==> config.mk <==
export PLATFORM = sky130hd
export DESIGN_NAME = font_rom_glyph_fetch
export DESIGN_NICKNAME = d
export VERILOG_FILES = /design/src/frgf_pkg.sv /design/src/frgf_front.sv /design/src/frgf_queue.sv /design/src/frgf_back.sv /design/src/font_rom_glyph_fetch.sv
export SDC_FILE = /design/constraint.sdc
export NUM_CORES = 1
export LEC_CHECK = 0
export ABC_AREA = 0
export BUFFER_PORTS_ARGS = -buffer_cell sky130_fd_sc_hd__buf_2
export CORE_ASPECT_RATIO = 2
export CORE_MARGIN = 1
export CORE_UTILIZATION = 50
export DETAILED_ROUTE_END_ITERATION = 10
export GPL_ROUTABILITY_DRIVEN = 0
export PLACE_DENSITY_LB_ADDON = 0.3
export SYNTH_ARGS = -nofsm -noshare
export SYNTH_HDL_FRONTEND = slang
export SYNTH_SLANG_ARGS = --single-unit
export TNS_END_PERCENT = 100
==> constraint.sdc <==
create_clock -name clock -period 10.3 [get_ports clock]
set_clock_uncertainty 0.05 [all_clocks]
set_input_delay 0.515 -clock clock [delete_from_list [all_inputs] [get_ports clock]]
set_output_delay 0.515 -clock clock [all_outputs]
set_load 0.02 [all_outputs]
==> src/frgf_pkg.sv <==
// ----------------------------------------------------------------------------
// frgf_pkg
// Shared types, font modes and address constants for the serial font ROM
// glyph fetch block.
// ----------------------------------------------------------------------------
package frgf_pkg;

   // font modes
   localparam logic [2:0] MODE_GB16  = 3'd0;
   localparam logic [2:0] MODE_GB12  = 3'd1;
   localparam logic [2:0] MODE_ASC16 = 3'd2;
   localparam logic [2:0] MODE_ASC12 = 3'd3;
   localparam logic [2:0] MODE_ASC7  = 3'd4;
   localparam logic [2:0] MODE_G2U   = 3'd5;

   localparam logic [31:0] CMD_READ   = 32'h0300_0000;
   localparam logic [23:0] GB16_BASE  = 24'h00_0000;
   localparam logic [23:0] GB12_BASE  = 24'h03_CF80;
   localparam logic [23:0] ASC16_BASE = 24'h03_B7C0;
   localparam logic [23:0] ASC12_BASE = 24'h06_6D40;
   localparam logic [23:0] ASC7_BASE  = 24'h03_BFC0;
   localparam logic [23:0] G2U_BASE   = 24'h00_2F00;

   localparam int ZONE_ROW    = 94;
   localparam int GB16_HANZI  = 846;
   localparam int GB12_HANZI  = 376;
   localparam int GB12_A9_OFS = 282;
   localparam int G2U_HANZI   = 368;
   localparam logic [7:0] ZONE_FIRST = 8'hA1;

   localparam logic [5:0] CNT_GB16  = 6'd32;
   localparam logic [5:0] CNT_GB12  = 6'd24;
   localparam logic [5:0] CNT_ASC16 = 6'd16;
   localparam logic [5:0] CNT_ASC12 = 6'd12;
   localparam logic [5:0] CNT_ASC7  = 6'd8;
   localparam logic [5:0] CNT_G2U   = 6'd2;

   localparam int QUEUE_DEPTH = 4;
   localparam int QUEUE_AW    = $clog2(QUEUE_DEPTH);

   // one decoded item as it waits between front and back
   typedef struct packed {
      logic        is_tick;
      logic        miso;
      logic        bad;
      logic        fallback;
      logic [5:0]  count;
      logic [23:0] where;
      logic [23:0] second_where;
   } queue_entry_type;

   function automatic logic is_printable(input logic [7:0] c);
      return (c >= 8'h20) && (c <= 8'h7E);
   endfunction

   function automatic logic [23:0] ascii16_location(input logic [7:0] c);
      logic [7:0] ofs;
      ofs = c - 8'h20;
      return ({16'h0, ofs} << 4) + ASC16_BASE;
   endfunction

endpackage

==> src/frgf_front.sv <==
// ----------------------------------------------------------------------------
// frgf_front
// Classifies an incoming item and, for a glyph request, works out the
// font ROM address, byte count, ascii fallback and refusal.
// ----------------------------------------------------------------------------
module frgf_front import frgf_pkg::*; (
   input  logic            kind,
   input  logic [2:0]      font_mode,
   input  logic [15:0]     char_code,
   input  logic            miso_bit,
   output queue_entry_type entry
);

   logic [7:0]  hi;
   logic [7:0]  lo;
   logic [7:0]  hi_a;
   logic [7:0]  hi_b;
   logic [7:0]  col;
   logic        lo_ok;
   logic [6:0]  row_m;
   logic [9:0]  ofs;
   logic        idx_zero;
   logic        fallback;
   logic        bad;
   logic [5:0]  count;
   logic [13:0] gb_idx;
   logic [23:0] idx_w;
   logic [23:0] asc_ofs;
   logic [23:0] where;

   assign hi    = char_code[15:8];
   assign lo    = char_code[7:0];
   assign hi_a  = hi - ZONE_FIRST;
   assign hi_b  = hi - 8'hB0;
   assign col   = lo - ZONE_FIRST;
   assign lo_ok = lo >= ZONE_FIRST;

   always_comb begin
      row_m    = '0;
      ofs      = '0;
      idx_zero = 1'b0;
      fallback = 1'b0;
      bad      = 1'b0;
      count    = '0;
      unique case (font_mode)
         MODE_GB16: begin
            count = CNT_GB16;
            if (hi >= 8'hA4 && hi <= 8'hA8 && lo_ok) begin
               idx_zero = 1'b1;
            end else if (hi >= 8'hA1 && hi <= 8'hA9 && lo_ok) begin
               row_m = hi_a[6:0];
            end else if (hi >= 8'hB0 && hi <= 8'hF7 && lo_ok) begin
               row_m = hi_b[6:0];
               ofs   = 10'(GB16_HANZI);
            end else begin
               fallback = 1'b1;
            end
         end
         MODE_GB12: begin
            count = CNT_GB12;
            if (hi >= 8'hA1 && hi <= 8'hA3 && lo_ok) begin
               row_m = hi_a[6:0];
            end else if (hi == 8'hA9 && lo_ok) begin
               ofs = 10'(GB12_A9_OFS);
            end else if (hi >= 8'hB0 && hi <= 8'hF7 && lo_ok) begin
               row_m = hi_b[6:0];
               ofs   = 10'(GB12_HANZI);
            end else begin
               fallback = 1'b1;
            end
         end
         MODE_ASC16: begin
            count = CNT_ASC16;
            bad   = !is_printable(lo);
         end
         MODE_ASC12: begin
            count = CNT_ASC12;
            bad   = !is_printable(lo);
         end
         MODE_ASC7: begin
            count = CNT_ASC7;
            bad   = !is_printable(lo);
         end
         MODE_G2U: begin
            count = CNT_G2U;
            if (hi >= 8'hA1 && hi <= 8'hA3 && lo_ok) begin
               row_m = hi_a[6:0];
            end else if (hi == 8'hA9 && lo_ok && lo <= 8'hF6) begin
               ofs = 10'(GB12_A9_OFS);
            end else if (hi >= 8'hB0 && hi <= 8'hF7 && lo_ok) begin
               row_m = hi_b[6:0];
               ofs   = 10'(G2U_HANZI);
            end else begin
               idx_zero = 1'b1;
            end
         end
         default: begin
            bad = 1'b1;
         end
      endcase
      // out-of-zone gb code is served as two ascii 8x16 glyphs
      if (fallback) begin
         count = CNT_ASC16;
         bad   = !is_printable(hi) || !is_printable(lo);
      end
   end

   assign gb_idx  = 14'(row_m) * 14'(ZONE_ROW) + 14'(col) + 14'(ofs);
   assign idx_w   = idx_zero ? '0 : 24'(gb_idx);
   assign asc_ofs = 24'(lo - 8'h20);

   always_comb begin
      where = '0;
      if (fallback) begin
         where = ascii16_location(hi);
      end else begin
         unique case (font_mode)
            MODE_GB16:  where = (idx_w << 5) + GB16_BASE;
            MODE_GB12:  where = (idx_w << 4) + (idx_w << 3) + GB12_BASE;
            MODE_ASC16: where = ascii16_location(lo);
            MODE_ASC12: where = (asc_ofs << 3) + (asc_ofs << 2) + ASC12_BASE;
            MODE_ASC7:  where = (asc_ofs << 3) + ASC7_BASE;
            MODE_G2U:   where = (idx_w << 1) + G2U_BASE;
            default:    where = '0;
         endcase
      end
   end

   assign entry.is_tick      = kind;
   assign entry.miso         = miso_bit;
   assign entry.bad          = bad;
   assign entry.fallback     = fallback;
   assign entry.count        = count;
   assign entry.where        = where;
   assign entry.second_where = ascii16_location(lo);

endmodule

==> src/frgf_queue.sv <==
// ----------------------------------------------------------------------------
// frgf_queue
// Small first-in first-out buffer of decoded items between front and back.
// ----------------------------------------------------------------------------
module frgf_queue import frgf_pkg::*; (
   input  logic            clock,
   input  logic            reset,
   input  logic            push,
   input  queue_entry_type push_entry,
   input  logic            pop,
   output queue_entry_type head_entry,
   output logic            not_empty,
   output logic            full
);

   queue_entry_type       mem_ff [QUEUE_DEPTH];
   logic [QUEUE_AW-1:0]   wr_ptr_ff, wr_ptr_in;
   logic [QUEUE_AW-1:0]   rd_ptr_ff, rd_ptr_in;
   logic [QUEUE_AW:0]     fill_ff, fill_in;

   function automatic logic [QUEUE_AW-1:0] bump(input logic [QUEUE_AW-1:0] p);
      return (p == QUEUE_AW'(QUEUE_DEPTH - 1)) ? '0 : p + 1'b1;
   endfunction

   assign not_empty  = fill_ff != '0;
   assign full       = fill_ff == (QUEUE_AW+1)'(QUEUE_DEPTH);
   assign head_entry = mem_ff[rd_ptr_ff];

   always_comb begin
      wr_ptr_in = push ? bump(wr_ptr_ff) : wr_ptr_ff;
      rd_ptr_in = pop  ? bump(rd_ptr_ff) : rd_ptr_ff;
      fill_in   = fill_ff;
      if (push && !pop) begin
         fill_in = fill_ff + 1'b1;
      end else if (pop && !push) begin
         fill_in = fill_ff - 1'b1;
      end
   end

   always_ff @(posedge clock) begin
      if (reset) begin
         wr_ptr_ff <= '0;
         rd_ptr_ff <= '0;
         fill_ff   <= '0;
      end else begin
         wr_ptr_ff <= wr_ptr_in;
         rd_ptr_ff <= rd_ptr_in;
         fill_ff   <= fill_in;
      end
   end

   always_ff @(posedge clock) begin
      if (push) begin
         mem_ff[wr_ptr_ff] <= push_entry;
      end
   end

endmodule

==> src/frgf_back.sv <==
// ----------------------------------------------------------------------------
// frgf_back
// SPI read engine: starts reads on requests, shifts command and address out
// and data bytes in on ticks, and holds each response in an output register.
// ----------------------------------------------------------------------------
module frgf_back import frgf_pkg::*; (
   input  logic            clock,
   input  logic            reset,
   input  queue_entry_type entry,
   input  logic            entry_valid,
   output logic            pop,
   output logic            rsp_tvalid,
   input  logic            rsp_tready,
   output logic [15:0]     rsp_tdata,
   output logic            rsp_tlast
);

   logic        busy_ff, busy_in;
   logic        in_data_ff, in_data_in;
   logic [31:0] cmd_ff, cmd_in;
   logic [4:0]  bit_count_ff, bit_count_in;
   logic [5:0]  bytes_left_ff, bytes_left_in;
   logic [7:0]  asm_ff, asm_in;
   logic        second_pending_ff, second_pending_in;
   logic [23:0] second_addr_ff, second_addr_in;
   logic        rsp_valid_ff, rsp_valid_in;
   logic [15:0] rsp_data_ff;
   logic        rsp_last_ff;

   logic        start;
   logic [23:0] start_where;
   logic [5:0]  start_count;
   logic        sel, mosi, valid, last, rej;
   logic [7:0]  value;
   logic [7:0]  asm_next;
   logic [5:0]  bytes_dec;

   assign pop      = entry_valid && (!rsp_valid_ff || rsp_tready);
   assign asm_next = {asm_ff[6:0], entry.miso};
   assign bytes_dec = bytes_left_ff - 1'b1;

   always_comb begin
      busy_in           = busy_ff;
      in_data_in        = in_data_ff;
      cmd_in            = cmd_ff;
      bit_count_in      = bit_count_ff;
      bytes_left_in     = bytes_left_ff;
      asm_in            = asm_ff;
      second_pending_in = second_pending_ff;
      second_addr_in    = second_addr_ff;
      start             = 1'b0;
      start_where       = entry.where;
      start_count       = entry.count;
      sel   = 1'b0;
      mosi  = 1'b0;
      valid = 1'b0;
      value = '0;
      last  = 1'b0;
      rej   = 1'b0;

      if (!entry.is_tick) begin
         rej = busy_ff || entry.bad;
         if (!rej) begin
            start             = 1'b1;
            second_pending_in = entry.fallback;
            if (entry.fallback) begin
               second_addr_in = entry.second_where;
            end
         end
      end else if (busy_ff) begin
         if (!in_data_ff && bytes_left_ff == '0) begin
            // gap between the two fallback reads, select released
            second_pending_in = 1'b0;
            start             = 1'b1;
            start_where       = second_addr_ff;
            start_count       = CNT_ASC16;
         end else if (!in_data_ff) begin
            sel    = 1'b1;
            mosi   = cmd_ff[31];
            cmd_in = {cmd_ff[30:0], 1'b0};
            if (bit_count_ff == 5'd31) begin
               bit_count_in = '0;
               in_data_in   = 1'b1;
               asm_in       = '0;
            end else begin
               bit_count_in = bit_count_ff + 1'b1;
            end
         end else begin
            sel    = 1'b1;
            asm_in = asm_next;
            if (bit_count_ff >= 5'd7) begin
               bit_count_in  = '0;
               valid         = 1'b1;
               value         = asm_next;
               asm_in        = '0;
               bytes_left_in = bytes_dec;
               if (bytes_dec == '0) begin
                  in_data_in = 1'b0;
                  if (!second_pending_ff) begin
                     busy_in = 1'b0;
                     last    = 1'b1;
                  end
               end
            end else begin
               bit_count_in = bit_count_ff + 1'b1;
            end
         end
      end

      if (start) begin
         cmd_in        = CMD_READ | {8'h00, start_where};
         bytes_left_in = start_count;
         bit_count_in  = '0;
         in_data_in    = 1'b0;
         asm_in        = '0;
         busy_in       = 1'b1;
      end
   end

   assign rsp_valid_in = pop || (rsp_valid_ff && !rsp_tready);

   always_ff @(posedge clock) begin
      if (reset) begin
         busy_ff           <= 1'b0;
         in_data_ff        <= 1'b0;
         cmd_ff            <= '0;
         bit_count_ff      <= '0;
         bytes_left_ff     <= '0;
         asm_ff            <= '0;
         second_pending_ff <= 1'b0;
         second_addr_ff    <= '0;
         rsp_valid_ff      <= 1'b0;
      end else begin
         rsp_valid_ff <= rsp_valid_in;
         if (pop) begin
            busy_ff           <= busy_in;
            in_data_ff        <= in_data_in;
            cmd_ff            <= cmd_in;
            bit_count_ff      <= bit_count_in;
            bytes_left_ff     <= bytes_left_in;
            asm_ff            <= asm_in;
            second_pending_ff <= second_pending_in;
            second_addr_ff    <= second_addr_in;
         end
      end
   end

   always_ff @(posedge clock) begin
      if (pop) begin
         rsp_data_ff <= {4'h0, rej, value, valid, mosi, sel};
         rsp_last_ff <= last;
      end
   end

   assign rsp_tvalid = rsp_valid_ff;
   assign rsp_tdata  = rsp_data_ff;
   assign rsp_tlast  = rsp_last_ff;

endmodule

==> src/font_rom_glyph_fetch.sv <==
// ----------------------------------------------------------------------------
// font_rom_glyph_fetch
// Serial font ROM glyph reader: address decode, item queue and SPI engine.
// ----------------------------------------------------------------------------
// Every accepted item, a glyph request or one serial clock tick, gives
// exactly one response, in order. The block takes one item per clock while
// the queue is not full: the address decode sits in front of a 4-entry
// queue, and the SPI engine drains the queue at one item per cycle, while
// the output register is free or being taken, into that register, from which
// each response is driven; the queue absorbs up to four items while the
// response side is held. A read costs 32 ticks of command and address plus
// 8 ticks per data byte; an out-of-zone gb code runs two 16-byte ascii reads
// with one idle tick between them.
module font_rom_glyph_fetch import frgf_pkg::*; (
   input  logic        clock,
   input  logic        reset,
   input  logic        req_tvalid,
   output logic        req_tready,
   input  logic [23:0] req_tdata,   // font_mode[2:0], char_code[18:3], miso_bit[19]
   input  logic        req_tuser,   // kind
   output logic        rsp_tvalid,
   input  logic        rsp_tready,
   output logic [15:0] rsp_tdata,   // select_active[0], mosi_bit[1], byte_valid[2],
                                    // byte_value[10:3], rejected[11]
   output logic        rsp_tlast    // last_byte
);

   queue_entry_type front_entry;
   queue_entry_type head_entry;
   logic            push;
   logic            pop;
   logic            not_empty;
   logic            full;

   assign req_tready = !full;
   assign push       = req_tvalid && req_tready;

   frgf_front u_front (
      .kind      (req_tuser),
      .font_mode (req_tdata[2:0]),
      .char_code (req_tdata[18:3]),
      .miso_bit  (req_tdata[19]),
      .entry     (front_entry)
   );

   frgf_queue u_queue (
      .clock      (clock),
      .reset      (reset),
      .push       (push),
      .push_entry (front_entry),
      .pop        (pop),
      .head_entry (head_entry),
      .not_empty  (not_empty),
      .full       (full)
   );

   frgf_back u_back (
      .clock       (clock),
      .reset       (reset),
      .entry       (head_entry),
      .entry_valid (not_empty),
      .pop         (pop),
      .rsp_tvalid  (rsp_tvalid),
      .rsp_tready  (rsp_tready),
      .rsp_tdata   (rsp_tdata),
      .rsp_tlast   (rsp_tlast)
   );

endmodule

Yosys cells after proc, flatten, opt, wreduce, memory -nomap -nowiden. Memory sizes are Yosys's and may differ from the RTL's. A register that Yosys moved wholly into a read port is not among the register bits. Index checks and enable logic that the tools add are counted.

Register bits: 98. Memory bits (writable): 212. Output and inout bits: 19. Logic and storage cells: 232. Memories: 1.

Memories: u_queue.mem_ff (words 4, bits a word 53, read ports 1, clocked after Yosys merged registers in 1, write ports 1, line frgf_queue.sv:16) `queue_entry_type mem_ff [QUEUE_DEPTH];`.

$add $sub $neg: 22. $mul: 1. Order comparisons: 14. Equal/unequal tests: 15. Multiplexer cells: 101. Bitwise logic cells: 6. Reductions and logical operators: 54.

Operators with widths (number): 32-bit two-way mux (5); 24-bit one-hot mux with 6 select lines (1); 7-bit two-way mux (14); 24-bit two-way mux (4); 10-bit two-way mux (7); 6-bit two-way mux (10); 24-bit by 18-bit adder with 24-bit output, second input constant (2); 24-bit adder (2); 8-bit less-or-equal comparator, second input constant (5); 12-bit by 18-bit adder with 19-bit output, second input constant (2); 1-bit two-way mux (38); 6-bit one-hot mux with 6 select lines (1); 5-bit two-way mux (7); 8-bit greater-or-equal comparator, second input constant (4); 10-bit one-hot mux with 3 select lines (1); 24-bit by 14-bit adder with 24-bit output, second input constant (1); 24-bit by 19-bit adder with 24-bit output, second input constant (1); 7-bit one-hot mux with 3 select lines (1); 1-bit logical AND (18); 9-bit two-way mux (2); 8-bit by 6-bit greater-or-equal comparator with 1-bit output, second input constant (2); 8-bit by 7-bit less-or-equal comparator with 1-bit output, second input constant (2); 8-bit by 6-bit subtractor with 8-bit output, second input constant (2); 14-bit by 10-bit adder with 14-bit output (1); other kinds (38) (80).

Logic depth before layout (Yosys ltp). Gate-level depths: netlist (run 1).

Depth after elaboration: 15. Mapped depth: 39. Depth with buffers taken out: 39.

Hierarchy. A second synthesis (run 1) with hierarchy kept.

Cells, all modules: 1569. Area, all modules: 18467.7 µm².

By module, submodules not included: frgf_queue (times used 1, cells an instance 347, area an instance 8834.7 µm²); frgf_front (times used 1, cells an instance 758, area an instance 5610.4 µm²); frgf_back (times used 1, cells an instance 462, area an instance 4012.6 µm²); font_rom_glyph_fetch (times used 1, cells an instance 2, area an instance 10.0 µm²).

Worst setup path after synthesis (run 1). Ideal clock, no wire load.

Path kind: in2reg. From: input req_tdata[15]. To: memory u_queue.mem_ff[0][37] (netlist bit) (data pin). Arrival: 8.591 ns. Data required time: 10.107 ns. Setup slack: 1.516 ns. Cell stages on the path: 35. Path through: inv_1 > ha_1 > and3b_2 > a21boi_1 > nor2_1 > or2_2 > o22ai_1 > nor2b_1 > o21ai_0 > a21oi_1 > ha_1 > fa_1 > inv_1 > fa_1 > inv_1 > ha_1 > and3_1 > a2111oi_0 > xnor2_1 > ha_1 > ha_1 > or2_2 > nand2_1 > xor2_1 > nor2_1 > inv_1 > ha_1 > ha_1 > a21o_1 > a21oi_1 > o211ai_1 > a21o_1 > or4_1 > mux2i_1 > a211o_1.

RTL lines: start, declared (line font_rom_glyph_fetch.sv:19) `input logic [23:0] req_tdata,`; end, declared (line frgf_queue.sv:16).

==> impl_summary.txt, run 1 <==
----------------------------------------------------
[Yosys]
  Post-synthesis share of cell area spent on full adders, half adders and majority gates ... approximately 14%
  Share of synthesized area occupied by flip-flops and latches ... between 40% and 50%
  Yosys reg bits ... around 240
  Count of flip-flops with a built-in enable after synthesis ... ~170
  Post-Syn Area ... ~0.015 mm2
  Share of the synthesized area in the top cell type ... between 30% and 40%
  Average cell area after synthesis ... approximately 11 um2
  Total of warnings raised by yosys ... 0
  Yosys cell types ... 85
  Top_reg_cell synth ... sky130_fd_sc_hd__edfxtp_1
  Dominant cell by count in the synthesized netlist ... sky130_fd_sc_hd__edfxtp_1
  Area fraction in and, or, nand and nor cells after synthesis ... a little under an eighth
  Top cells by instance count after synthesis ... sky130_fd_sc_hd__edfxtp_1 (169), sky130_fd_sc_hd__ha_1 (129), sky130_fd_sc_hd__nor2_1 (112), sky130_fd_sc_hd__inv_1 (110), sky130_fd_sc_hd__nand2_1 (100)
  Most area-consuming cells after synthesis ... sky130_fd_sc_hd__edfxtp_1 (34%), sky130_fd_sc_hd__ha_1 (11%), sky130_fd_sc_hd__dfxtp_1 (10%), sky130_fd_sc_hd__mux4_2 (6.0%), sky130_fd_sc_hd__fa_1 (3.4%)
  Library cell occupying the most area in the post-synthesis netlist ... sky130_fd_sc_hd__edfxtp_1
  Xor/xnor cell area share of the yosys netlist ... between 3 and 4%
  Dominant combinational cell family by area after synthesis ... adder cells
  Multiplexer share of the synthesized area ... under 10%
  Proportion of synthesized flip-flops having asynchronous set or reset ... 0%
  Compound-cell area share of the yosys netlist ... approximately 14%
  Number of instances in the synthesized netlist ... 1,346

[Placement]
  Port bufs ... 39
  DP Wirelength ... roughly 28,000 um
  Worst Setup Slack post-DPL ... ~0.4 ns

[Clock tree]
  Longest Clk Path Bufs ... 3
  Clock root buffer ... sky130_fd_sc_hd__clkbuf_16
  Sinks on the clock net ... approximately 240
  CTS tree ... yes
  Buffers inserted by post-CTS timing repair ... 0
  Post-CTS Resized ... 0
  Quantity of hold-fixing buffers added after cts ... 0
  Clk Latency, worst-skew pair ... approximately 0.5 ns
  Clock slew at the register clock pins of the worst setup and hold paths ... 0.07 ns
  H-tree lvl count ... 1
  Number of CTS-inserted buffers ... 19

[Pwr]
  Clock Power Share ... around a fifth
  Power per Cell Area ... between 200 and 250 mW/mm2
  Leakage component of the power ... around 6.4 nW
  Worst-case vdd ir drop ... 0.0001121 V
  Internal power ... roughly 2.1 mW
  Switching Fraction ... 36.22%
  Net switching power ... between 1 and 1.5 mW
  Fraction of power consumed by sequential logic ... 38.9%
  Part of the power in combinational logic ... between 30% and 40%

[Min path]
  Min-delay src ... req_tuser
  Endpoint, Worst Hold ... u_queue.mem_ff[3][52]
  Worst Hold Path Cells ... 1
  Worst hold path class ... primary input to flop

[Routing]
  DRC violation count after routing ... 0
  Starting DRT DRC Count ... approximately 690
  Number of vias per cell ... about 6.1
  TritonRoute pass-1 iters ... 5
  Post-detailed-routing wire length ... 37,740 um
  Remaining antenna violation count after routing ... 0
  Via count ... roughly 11,000
  Routed length per instance ... 21.43 um

[STA]
  Fin Setup TNS ... 0 ns
  Upper clock frequency limit ... 106.0 MHz
  Final-report max-slew violation count ... 0
  Worst hold slack ... between 0.15 and 0.2 ns
  Final setup vio count ... 0
  Clock period minus final worst setup slack ... 9.437 ns
  Ratio of final minimum period to clock period ... roughly nine tenths
  Worst rel slew slack ... between 10 and 15%
  Setup slack after layout ... approximately 0.86 ns
  Measured slew at the worst slew-check pin ... ~1.3 ns
  RSZ-0062 raised after global routing ... false
  Final Hold Fails ... 0

[GRT]
  Vias in the first global route ... 11,060
  GRT Total Usage ... 26.23%
  Sum of overflow across all layers after global routing ... 0
  Antenna violations before repair ... 1
  Maximum number of pins on one net before global-route repair ... 67
  Global-route wire length before repair ... approximately 60,000 um

[Die]
  Die width ... approximately 120 um
  Placement row count ... slightly below 90
  Vertical die dimension ... approximately 240 um
  Full die area ... 0.03024 mm2
  Initial Utilization ... 50.95%
  Core area ... between 0.02 and 0.03 mm2
  Top-Level Pins ... between 40 and 50

[Critical path]
  Worst-case register-to-register setup slack ... between 6 and 7 ns
  Worst setup path class ... primary input to flop
  Maximum net fanout on the critical path ... 7
  Setup crit end kind ... flop
  Capture point of the worst reg-to-reg path ... u_back.cmd_ff[7]
  Startpoint Class ... primary input
  Slowest cell on the critical path ... sky130_fd_sc_hd__fa_1
  Dominant cell type by count on the critical path ... sky130_fd_sc_hd__ha_1
  Delay of the slowest critical-path stage ... around 0.58 ns
  CP required ... around 11 ns
  WP data arrival ... approximately 9.7 ns
  Timing startpoint of the critical path ... req_tdata[15]
  Count of cells along the worst register-to-register path ... 8

[Layout]
  Synthesis-to-layout area growth ... 8.293%
  Share of cells above drive strength 1 ... approximately an eighth
  Nets ... 1,571
  End-of-flow core utilization ... 55.18%

[Status]
  Outcome ... finished, final reports clean

[Flow run]
  Number of violations of the max-capacitance limit ... 0

----------------------------------------------------
## area by class of cell
class	instances	area (um2)
tap	360	450.4
fill	2521	12980
antenna	1	2.502
sequential	243	6559
timing repair buffer	70	427.9
clock inverter	7	57.56
clock buffer	26	518.0
multi-input combinational	937	7525
inverter	117	439.2
## worst max-delay path by stage
stage               cells past startpoint  slack, ns                    end
global placement                       36       0.57  u_queue.mem_ff[0][37]
finish                                 36       0.86  u_queue.mem_ff[2][37]
global route                           36       0.23  u_queue.mem_ff[2][37]
detailed placement                     36       0.40  u_queue.mem_ff[3][37]
CTS                                    36       0.88  u_queue.mem_ff[0][37]
floorplan                              35       1.52  u_queue.mem_ff[0][37]
## worst max-delay path: cells and delay by family
kind | cells | cell delay (ns)
simple gates | 7 | 2.01
xor+xnor | 2 | 0.39
buf+inv | 5 | 0.51
mux | 1 | 0.16
compound gates | 12 | 2.51
fa+ha+maj | 9 | 3.62
## state kept, by name, summed over array words and instances, names as in the netlist, named ones only
register,flops
u_back.rsp_tlast,1
u_back.rsp_tvalid,1
u_queue.fill_ff,3
u_back.cmd_ff,31
u_back.asm_ff,7
u_back.busy_ff,1
u_back.in_data_ff,1
u_queue.rd_ptr_ff,2
u_queue.mem_ff,156
u_back.second_pending_ff,1
u_back.second_addr_ff,12
u_queue.wr_ptr_ff,2
u_back.bytes_left_ff,6
u_back.rsp_tdata,12
u_back.bit_count_ff,5
## power groups by stage
stage	clock [mW]	combinational [mW]	sequential, mW
2_1_floorplan	0	0.949	1.31
3_3_place_gp	0	1.28	1.30
6_report	0.697	1.32	1.29
4_1_cts	0.710	1.31	1.29
3_5_place_dp	0	1.31	1.31
5_1_grt	0.743	1.45	1.30
## metal layers
| layer | track usage (%) | share of wire [%] | vias to the layer above |
|---|---|---|---|
| li1 | - | - | 5032 |
| met1 | 24.81 | 32 | 5143 |
| met2 | 47.17 | 53 | 377 |
| met3 | 3.578 | 5.1 | 194 |
| met4 | 24.20 | 11 | 0 |
| met5 | 0 | 0 | - |
## stage by stage
step	total power, mW	std cells	cell area [um2]
finish	3.300	1761	15980
global route	3.493	1761	15980
CTS	3.310	1760	15980
detailed placement	2.613	1727	15400
global placement	2.579	1727	15400
floorplan	2.259	1349	14770
## logic make-up after synthesis
family                     after synthesis
xor gates and xnor gates                57
other                                    1
DFF                                    243
and+or+nand+nor                        369
AOI/OAI and AO/OA                      296
muxes                                   57
buffers and inverters                  169
adders and majority gates              154
## placed cells by master, fill, tap and decap left out, drive strengths merged, types with 9 or more instances in the layout
| cell type | netlist | final |
|---|---|---|
| a311oi | 11 | 11 |
| a31oi | 9 | 9 |
| fa | 25 | 25 |
| a21o | 12 | 12 |
| inv | 114 | 115 |
| o211ai | 9 | 9 |
| a22oi | 32 | 32 |
| nor2b | 11 | 11 |
| edfxtp | 169 | 169 |
| nor2 | 114 | 114 |
| and3 | 18 | 18 |
| o22ai | 11 | 11 |
| nand2 | 103 | 103 |
| dfxtp | 74 | 74 |
| xor2 | 18 | 18 |
| a21oi | 57 | 57 |
| mux2i | 18 | 18 |
| a211oi | 15 | 15 |
| mux4 | 39 | 39 |
| o21ai | 58 | 58 |
| buf | 26 | 70 |
| ha | 129 | 129 |
| nand4 | 9 | 9 |
| xnor2 | 39 | 39 |
| nand3 | 27 | 27 |
| nor3 | 32 | 32 |
| clkbuf | 26 | 26 |
| and2 | 13 | 13 |
| o21a | 10 | 10 |
Power figures use the tool's default switching activity.
==> run 2: changes to the inputs <==
--- a/config.mk
+++ b/config.mk
@@ -15,5 +15,6 @@
 export PLACE_DENSITY_LB_ADDON = 0.3
 export SYNTH_ARGS = -nofsm -noshare
 export SYNTH_HDL_FRONTEND = slang
+export SYNTH_HIERARCHICAL = 1
 export SYNTH_SLANG_ARGS = --single-unit
 export TNS_END_PERCENT = 100
==> impl_summary.txt, run 2 <==
----------------------------------------------------
[GRT]
  GRT Total Usage ... 24.11% (-2.1 points)
  Antenna violations before repair ... 0 (-1)
  Vias in the first global route ... 12,740 (+15%)
  Sum of overflow across all layers after global routing ... 0 (unchanged)
  Global-route wire length before repair ... 68,030 um (+15%)
  Maximum number of pins on one net before global-route repair ... 82 (+22%)

[Critical path]
  CP required ... 10.63 ns (+0.04 ns)
  Startpoint Class ... primary input
  Count of cells along the worst register-to-register path ... 8 (unchanged)
  Worst setup path class ... primary input to flop
  Slowest cell on the critical path ... sky130_fd_sc_hd__fa_1
  Setup crit end kind ... flop
  Worst-case register-to-register setup slack ... 6.78 ns (+0.49 ns)
  Capture point of the worst reg-to-reg path ... u_back/cmd_ff[4]
  WP data arrival ... 9.44 ns (-0.29 ns)
  Delay of the slowest critical-path stage ... 0.55 ns (-0.03 ns)
  Maximum net fanout on the critical path ... 9 (+2)
  Dominant cell type by count on the critical path ... sky130_fd_sc_hd__ha_1

[Clock tree]
  Quantity of hold-fixing buffers added after cts ... 0 (unchanged)
  Clock slew at the register clock pins of the worst setup and hold paths ... 0.07 ns (about the same)
  Clk Latency, worst-skew pair ... 0.54 ns (+0.04 ns)
  Longest Clk Path Bufs ... 3 (unchanged)
  Sinks on the clock net ... 332 (+37%)
  Number of CTS-inserted buffers ... 24 (+5)
  H-tree lvl count ... 1 (unchanged)
  CTS tree ... yes
  Post-CTS Resized ... 0 (unchanged)
  Buffers inserted by post-CTS timing repair ... 0 (unchanged)
  Clock root buffer ... sky130_fd_sc_hd__clkbuf_16

[Yosys]
  Post-synthesis share of cell area spent on full adders, half adders and majority gates ... 11.45% (-2.9 points)
  Dominant combinational cell family by area after synthesis ... compound AO/OA/AOI/OAI gates
  Most area-consuming cells after synthesis ... sky130_fd_sc_hd__edfxtp_1 (40%), sky130_fd_sc_hd__dfxtp_1 (9.4%), sky130_fd_sc_hd__ha_1 (8.7%), sky130_fd_sc_hd__mux4_2 (7.1%), sky130_fd_sc_hd__fa_1 (2.7%)
  Top_reg_cell synth ... sky130_fd_sc_hd__edfxtp_1
  Share of the synthesized area in the top cell type ... 39.84% (+5.4 points)
  Yosys cell types ... 92 (+8.2%)
  Proportion of synthesized flip-flops having asynchronous set or reset ... 0% (unchanged)
  Library cell occupying the most area in the post-synthesis netlist ... sky130_fd_sc_hd__edfxtp_1
  Average cell area after synthesis ... 11.77 um2 (+7.4%)
  Dominant cell by count in the synthesized netlist ... sky130_fd_sc_hd__edfxtp_1
  Top cells by instance count after synthesis ... sky130_fd_sc_hd__edfxtp_1 (245), sky130_fd_sc_hd__ha_1 (129), sky130_fd_sc_hd__inv_1 (120), sky130_fd_sc_hd__nand2_1 (113), sky130_fd_sc_hd__nor2_1 (102)
  Compound-cell area share of the yosys netlist ... 13.54% (-0.33 points)
  Number of instances in the synthesized netlist ... 1,569 (+17%)
  Area fraction in and, or, nand and nor cells after synthesis ... 9.946% (-2.0 points)
  Xor/xnor cell area share of the yosys netlist ... 2.466% (-0.92 points)
  Share of synthesized area occupied by flip-flops and latches ... 49.27% (+4.8 points)
  Count of flip-flops with a built-in enable after synthesis ... 245 (+45%)
  Yosys reg bits ... 332 (+37%)
  Multiplexer share of the synthesized area ... 7.642% (+0.38 points)
  Total of warnings raised by yosys ... 6 (+6)
  Post-Syn Area ... 0.01847 mm2 (+25%)

[Die]
  Core area ... 0.03642 mm2 (+26%)
  Die width ... 137.9 um (+12%)
  Placement row count ... 99 (+13%)
  Full die area ... 0.03775 mm2 (+25%)
  Initial Utilization ... 50.71% (-0.24 points)
  Vertical die dimension ... 273.8 um (+12%)
  Top-Level Pins ... 48 (unchanged)

[Routing]
  Post-detailed-routing wire length ... 44,060 um (+17%)
  TritonRoute pass-1 iters ... 6 (+1)
  DRC violation count after routing ... 0 (unchanged)
  Via count ... 12,380 (+15%)
  Number of vias per cell ... 5.997 (-1.7%)
  Routed length per instance ... 21.34 um (-0.44%)
  Starting DRT DRC Count ... 922 (+33%)
  Remaining antenna violation count after routing ... 0 (unchanged)

[Placement]
  Post-detailed-placement cell area ... 0.01899 mm2 (+23%)
  Port bufs ... 39 (unchanged)
  DP Wirelength ... 31,170 um (+9.9%)
  Placed cells ... 2,021 (+17%)

[Layout]
  Number of diodes ... 0 (-1)
  Commonest cells after routing, fill and taps aside ... sky130_fd_sc_hd__edfxtp_1 (245), sky130_fd_sc_hd__ha_1 (129), sky130_fd_sc_hd__inv_1 (120), sky130_fd_sc_hd__nand2_1 (113), sky130_fd_sc_hd__nor2_1 (102)
  Registers with the most flip-flops ... u_queue/mem_ff: 232 flops, u_back/cmd_ff: 32 flops, u_back/second_addr_ff: 24 flops
  Number of flip-flops in the largest register ... 232 (+49%)
  Area of the multi-input gates ... 0.008428 mm2 (+12%)
  Most common library cell in the layout ignoring fill and taps ... sky130_fd_sc_hd__edfxtp_1
  Largest register by flop count ... u_queue/mem_ff
  Nets ... 1,776 (+13%)
  Final Instance Area ... 0.01985 mm2 (+24%)
  Reg area ... 0.009104 mm2 (+39%)
  Post-Layout Cell Count ... 2,065 (+17%)
  Number of filler cells placed in the layout ... 3,163 (+25%)
  Share of cells above drive strength 1 ... 12.79% (+0.50 points)
  Synthesis-to-layout area growth ... 7.473%
  End-of-flow core utilization ... 54.50% (-0.68 points)

[Min path]
  Min-delay src ... req_tdata[19]
  Worst Hold Path Cells ... 1 (unchanged)
  Worst hold path class ... primary input to flop
  Endpoint, Worst Hold ... u_queue/mem_ff[2][56]

[STA]
  Final-report max-slew violation count ... 0 (unchanged)
  Final setup vio count ... 0 (unchanged)
  Worst hold slack ... 0.1380 ns (-0.04809 ns)
  Fin Setup TNS ... 0 ns (unchanged)
  Measured slew at the worst slew-check pin ... 1.009 ns (-0.2778 ns)
  Worst rel slew slack ... 32.52% (+19 points)
  Clock period minus final worst setup slack ... 9.103 ns (-0.3344 ns)
  Final Hold Fails ... 0 (unchanged)
  RSZ-0062 raised after global routing ... false
  Ratio of final minimum period to clock period ... 88.38% (-3.2 points)
  Upper clock frequency limit ... 109.9 MHz (+3.7%)

[Status]
  Outcome ... finished, final reports clean

[Pwr]
  Worst-case vdd ir drop ... 0.0001689 V (+51%)
  Power per Cell Area ... 207.1 mW/mm2 (+0.27%)
  Leakage component of the power ... 7.580 nW (+19%)

[Flow run]
  Number of violations of the max-capacitance limit ... 0 (unchanged)

----------------------------------------------------
run 2: cell types whose count changed in the layout (fill, tap and decap cells not counted), sizes merged, moves of 12 or more:
cell,change
a21oi,+44
edfxtp,+76
a221o,+15
dfxtp,+13
conb,+19
mux4,+19
nor2,-12
nor3,+15
a22oi,-19
run 2: cell families (layout without fill, tap and decap cells):
logic type	count (synthesis)	after routing
other cells	3	23
mux	68	68
fa+ha+maj	154	154
simple gates	386	386
buf+inv	214	236
compound gates	360	360
flops	332	332
xor+xnor	52	52
run 2: power breakdown:
part	switching [mW]	internal [mW]
sequential	0.107	1.63
combinational	0.806	0.546
clock	0.445	0.573
total	1.36	2.75
run 2: worst max-delay path: cells and delay by family:
family                     cells  cell delay (ns)
buffers and inverters          6             0.75
and+or+nand+nor                5             1.26
adders and majority gates      9             3.49
AOI/OAI and AO/OA             11             3.27
xor gates and xnor gates       1             0.13
run 2: how the worst max path moves through the flow:
stage,end,cells past startpoint,startpoint
2_1_floorplan,u_queue/mem_ff[0][42],33,req_tdata[15]
3_3_place_gp,u_queue/mem_ff[0][41],33,req_tdata[11]
3_5_place_dp,u_queue/mem_ff[0][41],33,req_tdata[11]
4_1_cts,u_queue/mem_ff[1][41],33,req_tdata[11]
5_1_grt,u_queue/mem_ff[2][41],33,req_tdata[15]
6_report,u_queue/mem_ff[3][36],32,req_tdata[11]
run 2: area by class of cell:
cell class              count  area share [%]
multi-input cells        1043           42.46
well taps                 454           2.862
repair buffers             72           2.232
clock inverters            17           1.116
inverters                 120           2.269
clock buffers              27           3.190
flip-flops and latches    332           45.87
run 2: metrics by stage:
| stage | power, mW | setup WS [ns] |
|---|---|---|
| 2_1_floorplan | 2.786 | 1.214 |
| 3_3_place_gp | 3.084 | 0.8781 |
| 3_5_place_dp | 3.118 | 0.7755 |
| 4_1_cts | 4.132 | 1.331 |
| 5_1_grt | 4.318 | 0.6910 |
| 6_report | 4.110 | 1.197 |
run 2: metal layers:
metal / vias up / GRT usage [%] / share of wire [%]
met5: - / 0 / 0
met4: 0 / 16.28 / 7.3
met3: 140 / 1.704 / 3.0
met2: 333 / 47.21 / 56
met1: 6113 / 22.97 / 33
li1: 5797 / - / -
